<file path="config.mk">
export PLATFORM = sky130hd
export DESIGN_NAME = eight_bit_cpu_alu_with_flags
export DESIGN_NICKNAME = d
export VERILOG_FILES = /design/src/alu8_pkg.sv /design/src/eight_bit_cpu_alu_with_flags.sv
export SDC_FILE = /design/constraint.sdc
export NUM_CORES = 1
export LEC_CHECK = 0
export ABC_AREA = 1
export ABC_CLOCK_PERIOD_IN_PS = 9270
export BUFFER_PORTS_ARGS = -buffer_cell sky130_fd_sc_hd__clkbuf_2
export CORE_AREA = 2 2 140 142
export DETAILED_ROUTE_END_ITERATION = 10
export DIE_AREA = 0 0 142 144
export PLACE_DENSITY = 0.57
export RECOVER_POWER = 50
export SKIP_LAST_GASP = 1
export SLEW_MARGIN = 20
export SYNTH_ARGS = -nofsm -noshare
export SYNTH_HDL_FRONTEND = slang
export SYNTH_SLANG_ARGS = --single-unit
export TNS_END_PERCENT = 100
</file>
<file path="constraint.sdc">
create_clock -name clk -period 9.27 [get_ports clk]
set_input_delay 0.927 -clock clk [delete_from_list [all_inputs] [get_ports clk]]
set_output_delay 0.927 -clock clk [all_outputs]
set_load 0.02 [all_outputs]
</file>
<file path="src/alu8_pkg.sv">
package alu8_pkg;

  localparam int unsigned NIBBLE = 4;

  localparam logic [4:0] OP_ADD   = 5'd0;
  localparam logic [4:0] OP_ADC   = 5'd1;
  localparam logic [4:0] OP_SUB   = 5'd2;
  localparam logic [4:0] OP_SBC   = 5'd3;
  localparam logic [4:0] OP_AND   = 5'd4;
  localparam logic [4:0] OP_OR    = 5'd5;
  localparam logic [4:0] OP_XOR   = 5'd6;
  localparam logic [4:0] OP_CP    = 5'd7;
  localparam logic [4:0] OP_INC8  = 5'd8;
  localparam logic [4:0] OP_DEC8  = 5'd9;
  localparam logic [4:0] OP_INC16 = 5'd10;
  localparam logic [4:0] OP_DEC16 = 5'd11;
  localparam logic [4:0] OP_ADDHL = 5'd12;
  localparam logic [4:0] OP_CCF   = 5'd13;
  localparam logic [4:0] OP_SCF   = 5'd14;
  localparam logic [4:0] OP_CPL   = 5'd15;
  localparam logic [4:0] OP_RLCA  = 5'd16;
  localparam logic [4:0] OP_RRCA  = 5'd17;
  localparam logic [4:0] OP_RLA   = 5'd18;
  localparam logic [4:0] OP_RRA   = 5'd19;
  localparam logic [4:0] OP_RLC   = 5'd20;
  localparam logic [4:0] OP_RRC   = 5'd21;
  localparam logic [4:0] OP_RL    = 5'd22;
  localparam logic [4:0] OP_RR    = 5'd23;
  localparam logic [4:0] OP_SLA   = 5'd24;
  localparam logic [4:0] OP_SRA   = 5'd25;
  localparam logic [4:0] OP_SRL   = 5'd26;
  localparam logic [4:0] OP_SWAP  = 5'd27;
  localparam logic [4:0] OP_BIT   = 5'd28;
  localparam logic [4:0] OP_RES   = 5'd29;
  localparam logic [4:0] OP_SET   = 5'd30;

  typedef struct packed {
    logic zero;
    logic subtract;
    logic half;
    logic carry;
  } flags_t;

endpackage

</file>
<file path="src/eight_bit_cpu_alu_with_flags.sv">
// an accepted item is held in the input register; its result and done are then registered in the result register
// throughput: one item per cycle; busy is always low
// the input register and the result register are the only pipeline stages
// the receiver cannot stall, so done flags each result for exactly one cycle
// rst (synchronous, active high) clears the valid bits of both stages
module eight_bit_cpu_alu_with_flags
  import alu8_pkg::*;
(
  input  logic        clk,
  input  logic        rst,
  input  logic        start,
  output logic        busy,
  input  logic [4:0]  action,
  input  logic [7:0]  acc_value,
  input  logic [7:0]  operand_value,
  input  logic [2:0]  bit_sel,
  input  logic [15:0] hl_value,
  input  logic [15:0] pair_value,
  input  logic        zero_in,
  input  logic        subtract_in,
  input  logic        half_in,
  input  logic        carry_in,
  output logic        done,
  output logic [15:0] result_value,
  output logic        writes_back,
  output logic        zero_out,
  output logic        subtract_out,
  output logic        half_out,
  output logic        carry_out
);

  logic        in_valid;
  logic [4:0]  act;
  logic [7:0]  a;
  logic [7:0]  v;
  logic [2:0]  bi;
  logic [15:0] hl;
  logic [15:0] pr;
  flags_t      fin;

  logic [15:0] res_next;
  logic        wb_next;
  flags_t      f_next;

  logic        cin;
  logic [8:0]  sum9;
  logic [4:0]  sum_lo;
  logic [8:0]  diff9;
  logic [4:0]  diff_lo;
  logic [16:0] sum17;
  logic [12:0] sum13;
  logic [7:0]  mask;
  logic [7:0]  r8;
  logic        sh_c;

  assign busy = 1'b0;

  always_ff @(posedge clk) begin
    if (rst) begin
      in_valid <= 1'b0;
      done     <= 1'b0;
    end else begin
      in_valid <= start & ~busy;
      done     <= in_valid;
    end
    if (start & ~busy) begin
      act <= action;
      a   <= acc_value;
      v   <= operand_value;
      bi  <= bit_sel;
      hl  <= hl_value;
      pr  <= pair_value;
      fin <= '{zero: zero_in, subtract: subtract_in, half: half_in, carry: carry_in};
    end
    if (in_valid) begin
      result_value <= res_next;
      writes_back  <= wb_next;
      zero_out     <= f_next.zero;
      subtract_out <= f_next.subtract;
      half_out     <= f_next.half;
      carry_out    <= f_next.carry;
    end
  end

  assign cin     = (act == OP_ADC || act == OP_SBC) ? fin.carry : 1'b0;
  assign sum9    = {1'b0, a} + {1'b0, v} + {8'd0, cin};
  assign sum_lo  = {1'b0, a[3:0]} + {1'b0, v[3:0]} + {4'd0, cin};
  assign diff9   = {1'b0, a} - {1'b0, v} - {8'd0, cin};
  assign diff_lo = {1'b0, a[3:0]} - {1'b0, v[3:0]} - {4'd0, cin};
  assign sum17   = {1'b0, hl} + {1'b0, pr};
  assign sum13   = {1'b0, hl[11:0]} + {1'b0, pr[11:0]};
  assign mask    = 8'd1 << bi;

  // shared rotate and shift unit
  always_comb begin
    r8   = 8'd0;
    sh_c = 1'b0;
    case (act)
      OP_RLCA, OP_RLC: begin
        r8 = (act == OP_RLCA) ? {a[6:0], a[7]} : {v[6:0], v[7]};
        sh_c = (act == OP_RLCA) ? a[7] : v[7];
      end
      OP_RRCA, OP_RRC: begin
        r8 = (act == OP_RRCA) ? {a[0], a[7:1]} : {v[0], v[7:1]};
        sh_c = (act == OP_RRCA) ? a[0] : v[0];
      end
      OP_RLA, OP_RL: begin
        r8 = (act == OP_RLA) ? {a[6:0], fin.carry} : {v[6:0], fin.carry};
        sh_c = (act == OP_RLA) ? a[7] : v[7];
      end
      OP_RRA, OP_RR: begin
        r8 = (act == OP_RRA) ? {fin.carry, a[7:1]} : {fin.carry, v[7:1]};
        sh_c = (act == OP_RRA) ? a[0] : v[0];
      end
      OP_SLA: begin
        r8 = {v[6:0], 1'b0};
        sh_c = v[7];
      end
      OP_SRA: begin
        r8 = {v[7], v[7:1]};
        sh_c = v[0];
      end
      OP_SRL: begin
        r8 = {1'b0, v[7:1]};
        sh_c = v[0];
      end
      default: begin
        r8   = 8'd0;
        sh_c = 1'b0;
      end
    endcase
  end

  always_comb begin
    res_next = 16'd0;
    wb_next  = 1'b1;
    f_next   = fin;
    case (act)
      OP_ADD, OP_ADC: begin
        res_next = {8'd0, sum9[7:0]};
        f_next   = '{zero: sum9[7:0] == 8'd0, subtract: 1'b0, half: sum_lo[4],
                     carry: sum9[8]};
      end
      OP_SUB, OP_SBC, OP_CP: begin
        res_next = {8'd0, diff9[7:0]};
        wb_next  = (act != OP_CP);
        f_next   = '{zero: diff9[7:0] == 8'd0, subtract: 1'b1, half: diff_lo[4],
                     carry: diff9[8]};
      end
      OP_AND: begin
        res_next = {8'd0, a & v};
        f_next   = '{zero: (a & v) == 8'd0, subtract: 1'b0, half: 1'b1, carry: 1'b0};
      end
      OP_OR: begin
        res_next = {8'd0, a | v};
        f_next   = '{zero: (a | v) == 8'd0, subtract: 1'b0, half: 1'b0, carry: 1'b0};
      end
      OP_XOR: begin
        res_next = {8'd0, a ^ v};
        f_next   = '{zero: (a ^ v) == 8'd0, subtract: 1'b0, half: 1'b0, carry: 1'b0};
      end
      OP_INC8: begin
        res_next = {8'd0, v + 8'd1};
        f_next   = '{zero: v == 8'hFF, subtract: 1'b0, half: v[3:0] == 4'hF,
                     carry: fin.carry};
      end
      OP_DEC8: begin
        res_next = {8'd0, v - 8'd1};
        f_next   = '{zero: v == 8'h01, subtract: 1'b1, half: v[3:0] == 4'h0,
                     carry: fin.carry};
      end
      OP_INC16: begin
        res_next = pr + 16'd1;
      end
      OP_DEC16: begin
        res_next = pr - 16'd1;
      end
      OP_ADDHL: begin
        res_next = sum17[15:0];
        f_next   = '{zero: fin.zero, subtract: 1'b0, half: sum13[12], carry: sum17[16]};
      end
      OP_CCF: begin
        wb_next = 1'b0;
        f_next  = '{zero: fin.zero, subtract: 1'b0, half: 1'b0, carry: ~fin.carry};
      end
      OP_SCF: begin
        wb_next = 1'b0;
        f_next  = '{zero: fin.zero, subtract: 1'b0, half: 1'b0, carry: 1'b1};
      end
      OP_CPL: begin
        res_next = {8'd0, ~a};
        f_next   = '{zero: fin.zero, subtract: 1'b1, half: 1'b1, carry: fin.carry};
      end
      OP_RLCA, OP_RRCA, OP_RLA, OP_RRA: begin
        res_next = {8'd0, r8};
        f_next   = '{zero: 1'b0, subtract: 1'b0, half: 1'b0, carry: sh_c};
      end
      OP_RLC, OP_RRC, OP_RL, OP_RR, OP_SLA, OP_SRA, OP_SRL: begin
        res_next = {8'd0, r8};
        f_next   = '{zero: r8 == 8'd0, subtract: 1'b0, half: 1'b0, carry: sh_c};
      end
      OP_SWAP: begin
        res_next = {8'd0, v[NIBBLE-1:0], v[7:NIBBLE]};
        f_next   = '{zero: v == 8'd0, subtract: 1'b0, half: 1'b0, carry: 1'b0};
      end
      OP_BIT: begin
        wb_next = 1'b0;
        f_next  = '{zero: (v & mask) == 8'd0, subtract: 1'b0, half: 1'b1,
                    carry: fin.carry};
      end
      OP_RES: begin
        res_next = {8'd0, v & ~mask};
      end
      OP_SET: begin
        res_next = {8'd0, v | mask};
      end
      default: begin
        wb_next = 1'b0;
      end
    endcase
  end

endmodule
</file>
==> impl_metrics.tcl <==
set metrics [dict create \
    postCtsHoldBufs 0 \
    power.density_mw_per_mm2 145.8 \
    synth-main-ff-cell "edfxtp_1" \
    synth_compound_area_share_pct 12.73 \
    synthAdderAreaFrac_pct 12.34 \
    max_stage_delay_ns 0.53 \
    finalMaxSlewViolations 62 \
    async_flop_share_pct 0 \
    required_ns 9.37 \
    max_cap_viol_count 1 \
    multi_input_area_sq_mm 0.004471 \
    power_leakage_nw 3.965 \
    synthToLayoutAreaGrowth_pct 12.59 \
    dpl.hpwl_um 20630 \
    drcViolationCount 0 \
    relSlewSlack_pct -121.0 \
    gp_congestion 0.9907 \
    vias 7711 \
    cts_root_buf "clkbuf_16" \
    ioPinCount 86 \
    viasPerCell 5.568 \
    ctsHtreeMaxLevel 3 \
    antenna_found_initial 0 \
    clk_pin_slew_ns 0.06 \
    critPathKind "reg2reg" \
    fillers 1957 \
    final_util_pct 44.04 \
    grt_max_degree 62 \
    core_area_sq_mm 0.01908 \
    worst_path_most_repeated_cell "nand2_1" \
    hold_viol_final 0 \
    initial_core_util_pct 39.11 \
    postCtsSetupBuffers 0 \
    startpoint_type "flip-flop" \
    cts_made_buffers 9 \
    path_cells "nor2_2 -> nand2_1 -> nor3_1 -> inv_1 -> fa_1 -> inv_1 -> fa_1 -> nand2_1 -> nand2_1 -> nand2_1 -> nand4_1 -> nand3_1 -> nand3_1 -> o21ai_0 -> nor2_1 -> nand3_1" \
    cts_resized 0 \
    fin_crit_ns 3.711 \
    cp_top_family "simple AND/OR/NAND/NOR gates" \
    fin_skew_ns 0.008634 \
    grt_pass1_wl_um 40430 \
    postRouteAntennaNets 0 \
    met2_usage_pct 37.58 \
    overflow 0 \
    power_w 0.001225 \
    status "finished, violations left" \
    fp.dieW_um 142 \
    cp_slowest_cell "nor2_2" \
    rows 51 \
    crit_path_end_kind "flip-flop" \
    drive_gt1_share_pct 10.03 \
    cts_tree "built" \
    io_buffers 84 \
    synth_simple_gate_area_share_pct 33.74 \
    synthMuxAreaShare_pct 0 \
    rsz0062_at_grt "no" \
    initialDrtViolationCount 871 \
    fin_crit_sh_pct 40.03 \
    worstPathMaxFanout 16 \
    path_buf_inv 2 \
    busiest_layer "met1" \
    grt_pass1_vias 7066 \
    drtPass1Iterations 6 \
    grt_util_met3_pct 5.894 \
    ir_worst_vdd_mv 0.1098 \
    yosysUniqueCellTypes 41 \
    die-area_sq_mm 0.02045 \
    setup_tns_ns 0 \
    insertion_delay_ns 0.35 \
    synth_edf_count 81 \
    holdWs_ns 0.5165 \
    seqCellArea_sq_mm 0.002472 \
    ys_seq_elements 83 \
    cts.path.max_buffers 2 \
    grt.met1_usage_pct 38.35 \
    fin_nets 1275 \
    violations "max-capacitance violations, max-slew violations" \
    synth_top_family_by_area "simple AND/OR/NAND/NOR gates" \
    antennaDiodeCount 0 \
    grtUsageTotal_pct 26.20 \
    yosysSeqAreaShare_pct 33.13 \
    worstMarginPinSlew_ns 3.316 \
    netlist_instances 1058 \
    place_area_sq_mm 0.008142 \
    fmax_ghz 0.2695 \
    fin_area_sq_mm 0.008402 \
    setup_viol 0 \
    hp-class "reg2reg" \
    routedWlPerCell_um 18.96 \
    syn_area_sq_mm 0.007462 \
    cts.sinks 83 \
    synth_nets 1191 \
    synth_warnings 0 \
    critPathArrivalTime_ns 3.81 \
    drt_wl_total_um 26270 \
    die_h_um 144 \
    synth_xor_xnor_area_share_pct 1.056 \
    avgSynthCellArea_sq_um 7.053 \
]
==> metal layers <==
layer	wire length, um	up-vias	part of all wire (%)
li1	-	3762	-
met1	11990	3488	46
met2	10780	400	41
met3	2606	61	9.9
met4	889	0	3.4
met5	0	-	0
==> state kept, by name (all words and copies together) (netlist names) <==
name          flops
v                 8
carry_out         1
fin               4
done              1
a                 8
writes_back       1
in_valid          1
act               5
pr               16
half_out          1
zero_out          1
result_value     16
hl               16
subtract_out      1
bi                3
==> power by group <==
part | switching (W) | internal [W]
clock | 0.000155 | 0.000182
sequential | 0.0000389 | 0.000452
combinational | 0.000270 | 0.000127
==> layout make-up <==
cell class,count,area share [%]
Timing Repair Buffer,88,5.302
Clock buffer,12,2.815
Sequential cell,83,29.43
Multi-Input combinational cell,840,53.21
Inverter,120,5.361
Tap cell,238,3.544
Clock inverter,4,0.3425
==> worst register-to-register path, cell delays in order (launching register included) <==
cell      delay [ns]
edfxtp_1        0.50
nor2_2          0.53
nand2_1         0.11
nor3_1          0.53
inv_1           0.13
fa_1            0.43
inv_1           0.09
fa_1            0.19
nand2_1         0.10
nand2_1         0.09
nand2_1         0.09
nand4_1         0.10
nand3_1         0.08
nand3_1         0.09
o21ai_0         0.19
nor2_1          0.14
nand3_1         0.08
==> layout by cell type (no fill, tap or decap), types with 2 or more instances in the layout <==
cell	netlist	routed
clkinv_1	6	6
nor2_1	142	142
nor2_2	3	3
nand3b_1	6	6
o221ai_1	2	2
or2_2	6	6
inv_1	109	109
edfxtp_1	81	81
buf_4	1	3
a21boi_0	3	3
o21bai_1	2	2
a21oi_1	61	61
fa_1	6	6
xnor2_1	3	3
a211oi_1	6	6
nand2_1	267	267
o211ai_1	3	3
o22ai_1	10	10
o21a_1	3	3
clkbuf_2	0	83
clkinvlp_4	0	2
nand3_1	118	118
o31ai_1	2	2
nand4_1	24	24
inv_2	5	5
o21ai_0	65	65
nor4_1	2	2
a21o_1	2	2
dfxtp_1	2	2
a31oi_1	2	2
ha_1	64	64
nor3_1	20	20
o2111ai_1	5	5
clkbuf_1	7	5
xor2_1	6	6
clkbuf_16	0	9
==> Yosys cell counts (2+ instances only) <==
cell type    n  share of area (%)
buf_2        7               0.47
inv_2        5               0.25
nor4_1       2               0.17
or2_2        6               0.50
a21o_1       2               0.20
a21boi_0     3               0.30
xor2_1       6               0.70
nand2_1    267                 13
o221ai_1     2               0.23
a211oi_1     6               0.60
xnor2_1      3               0.35
dfxtp_1      2               0.54
o2111ai_1    5               0.59
a31oi_1      2               0.17
o21a_1       3               0.30
inv_1      109                5.5
edfxtp_1    81                 33
nand3_1    118                7.9
o21bai_1     2               0.20
o31ai_1      2               0.20
clkinv_1     6               0.30
nor2_2       3               0.25
nor2_1     142                7.1
nand3b_1     6               0.60
o211ai_1     3               0.30
ha_1        64                 11
a21oi_1     61                4.1
fa_1         6                1.6
o22ai_1     10               0.84
clkbuf_1     7               0.35
o21ai_0     65                4.4
nand4_1     24                2.0
nor3_1      20                1.3
==> cells by family (layout without fill, tap and decap cells) <==
kind of cell	after synthesis	count (layout)
fa+ha+maj	70	70
compound gates	169	169
xor+xnor	9	9
buf+inv	135	224
simple gates	591	591
other cells	1	1
flops	83	83
==> stage by stage <==
| step | instances | setup slack (ns) |
|---|---|---|
| 6_report | 1385 | 5.559 |
| 5_1_grt | 1385 | 5.276 |
| 4_1_cts | 1385 | 5.702 |
| 3_5_place_dp | 1369 | 5.701 |
| 3_3_place_gp | 1369 | 5.753 |
| 2_1_floorplan | 1058 | 6.237 |
==> final timing paths <==
check                    to  cells after the start  slack [ns]   start
hold / removal     half_out                      2        0.52  fin[1]
setup / recovery  carry_out                     16        5.56  act[3]
hold reg to reg    half_out                      2        0.52  fin[1]
setup reg to reg  carry_out                     16        5.56  act[3]
Note: power is estimated with default switching activity, not from simulation.
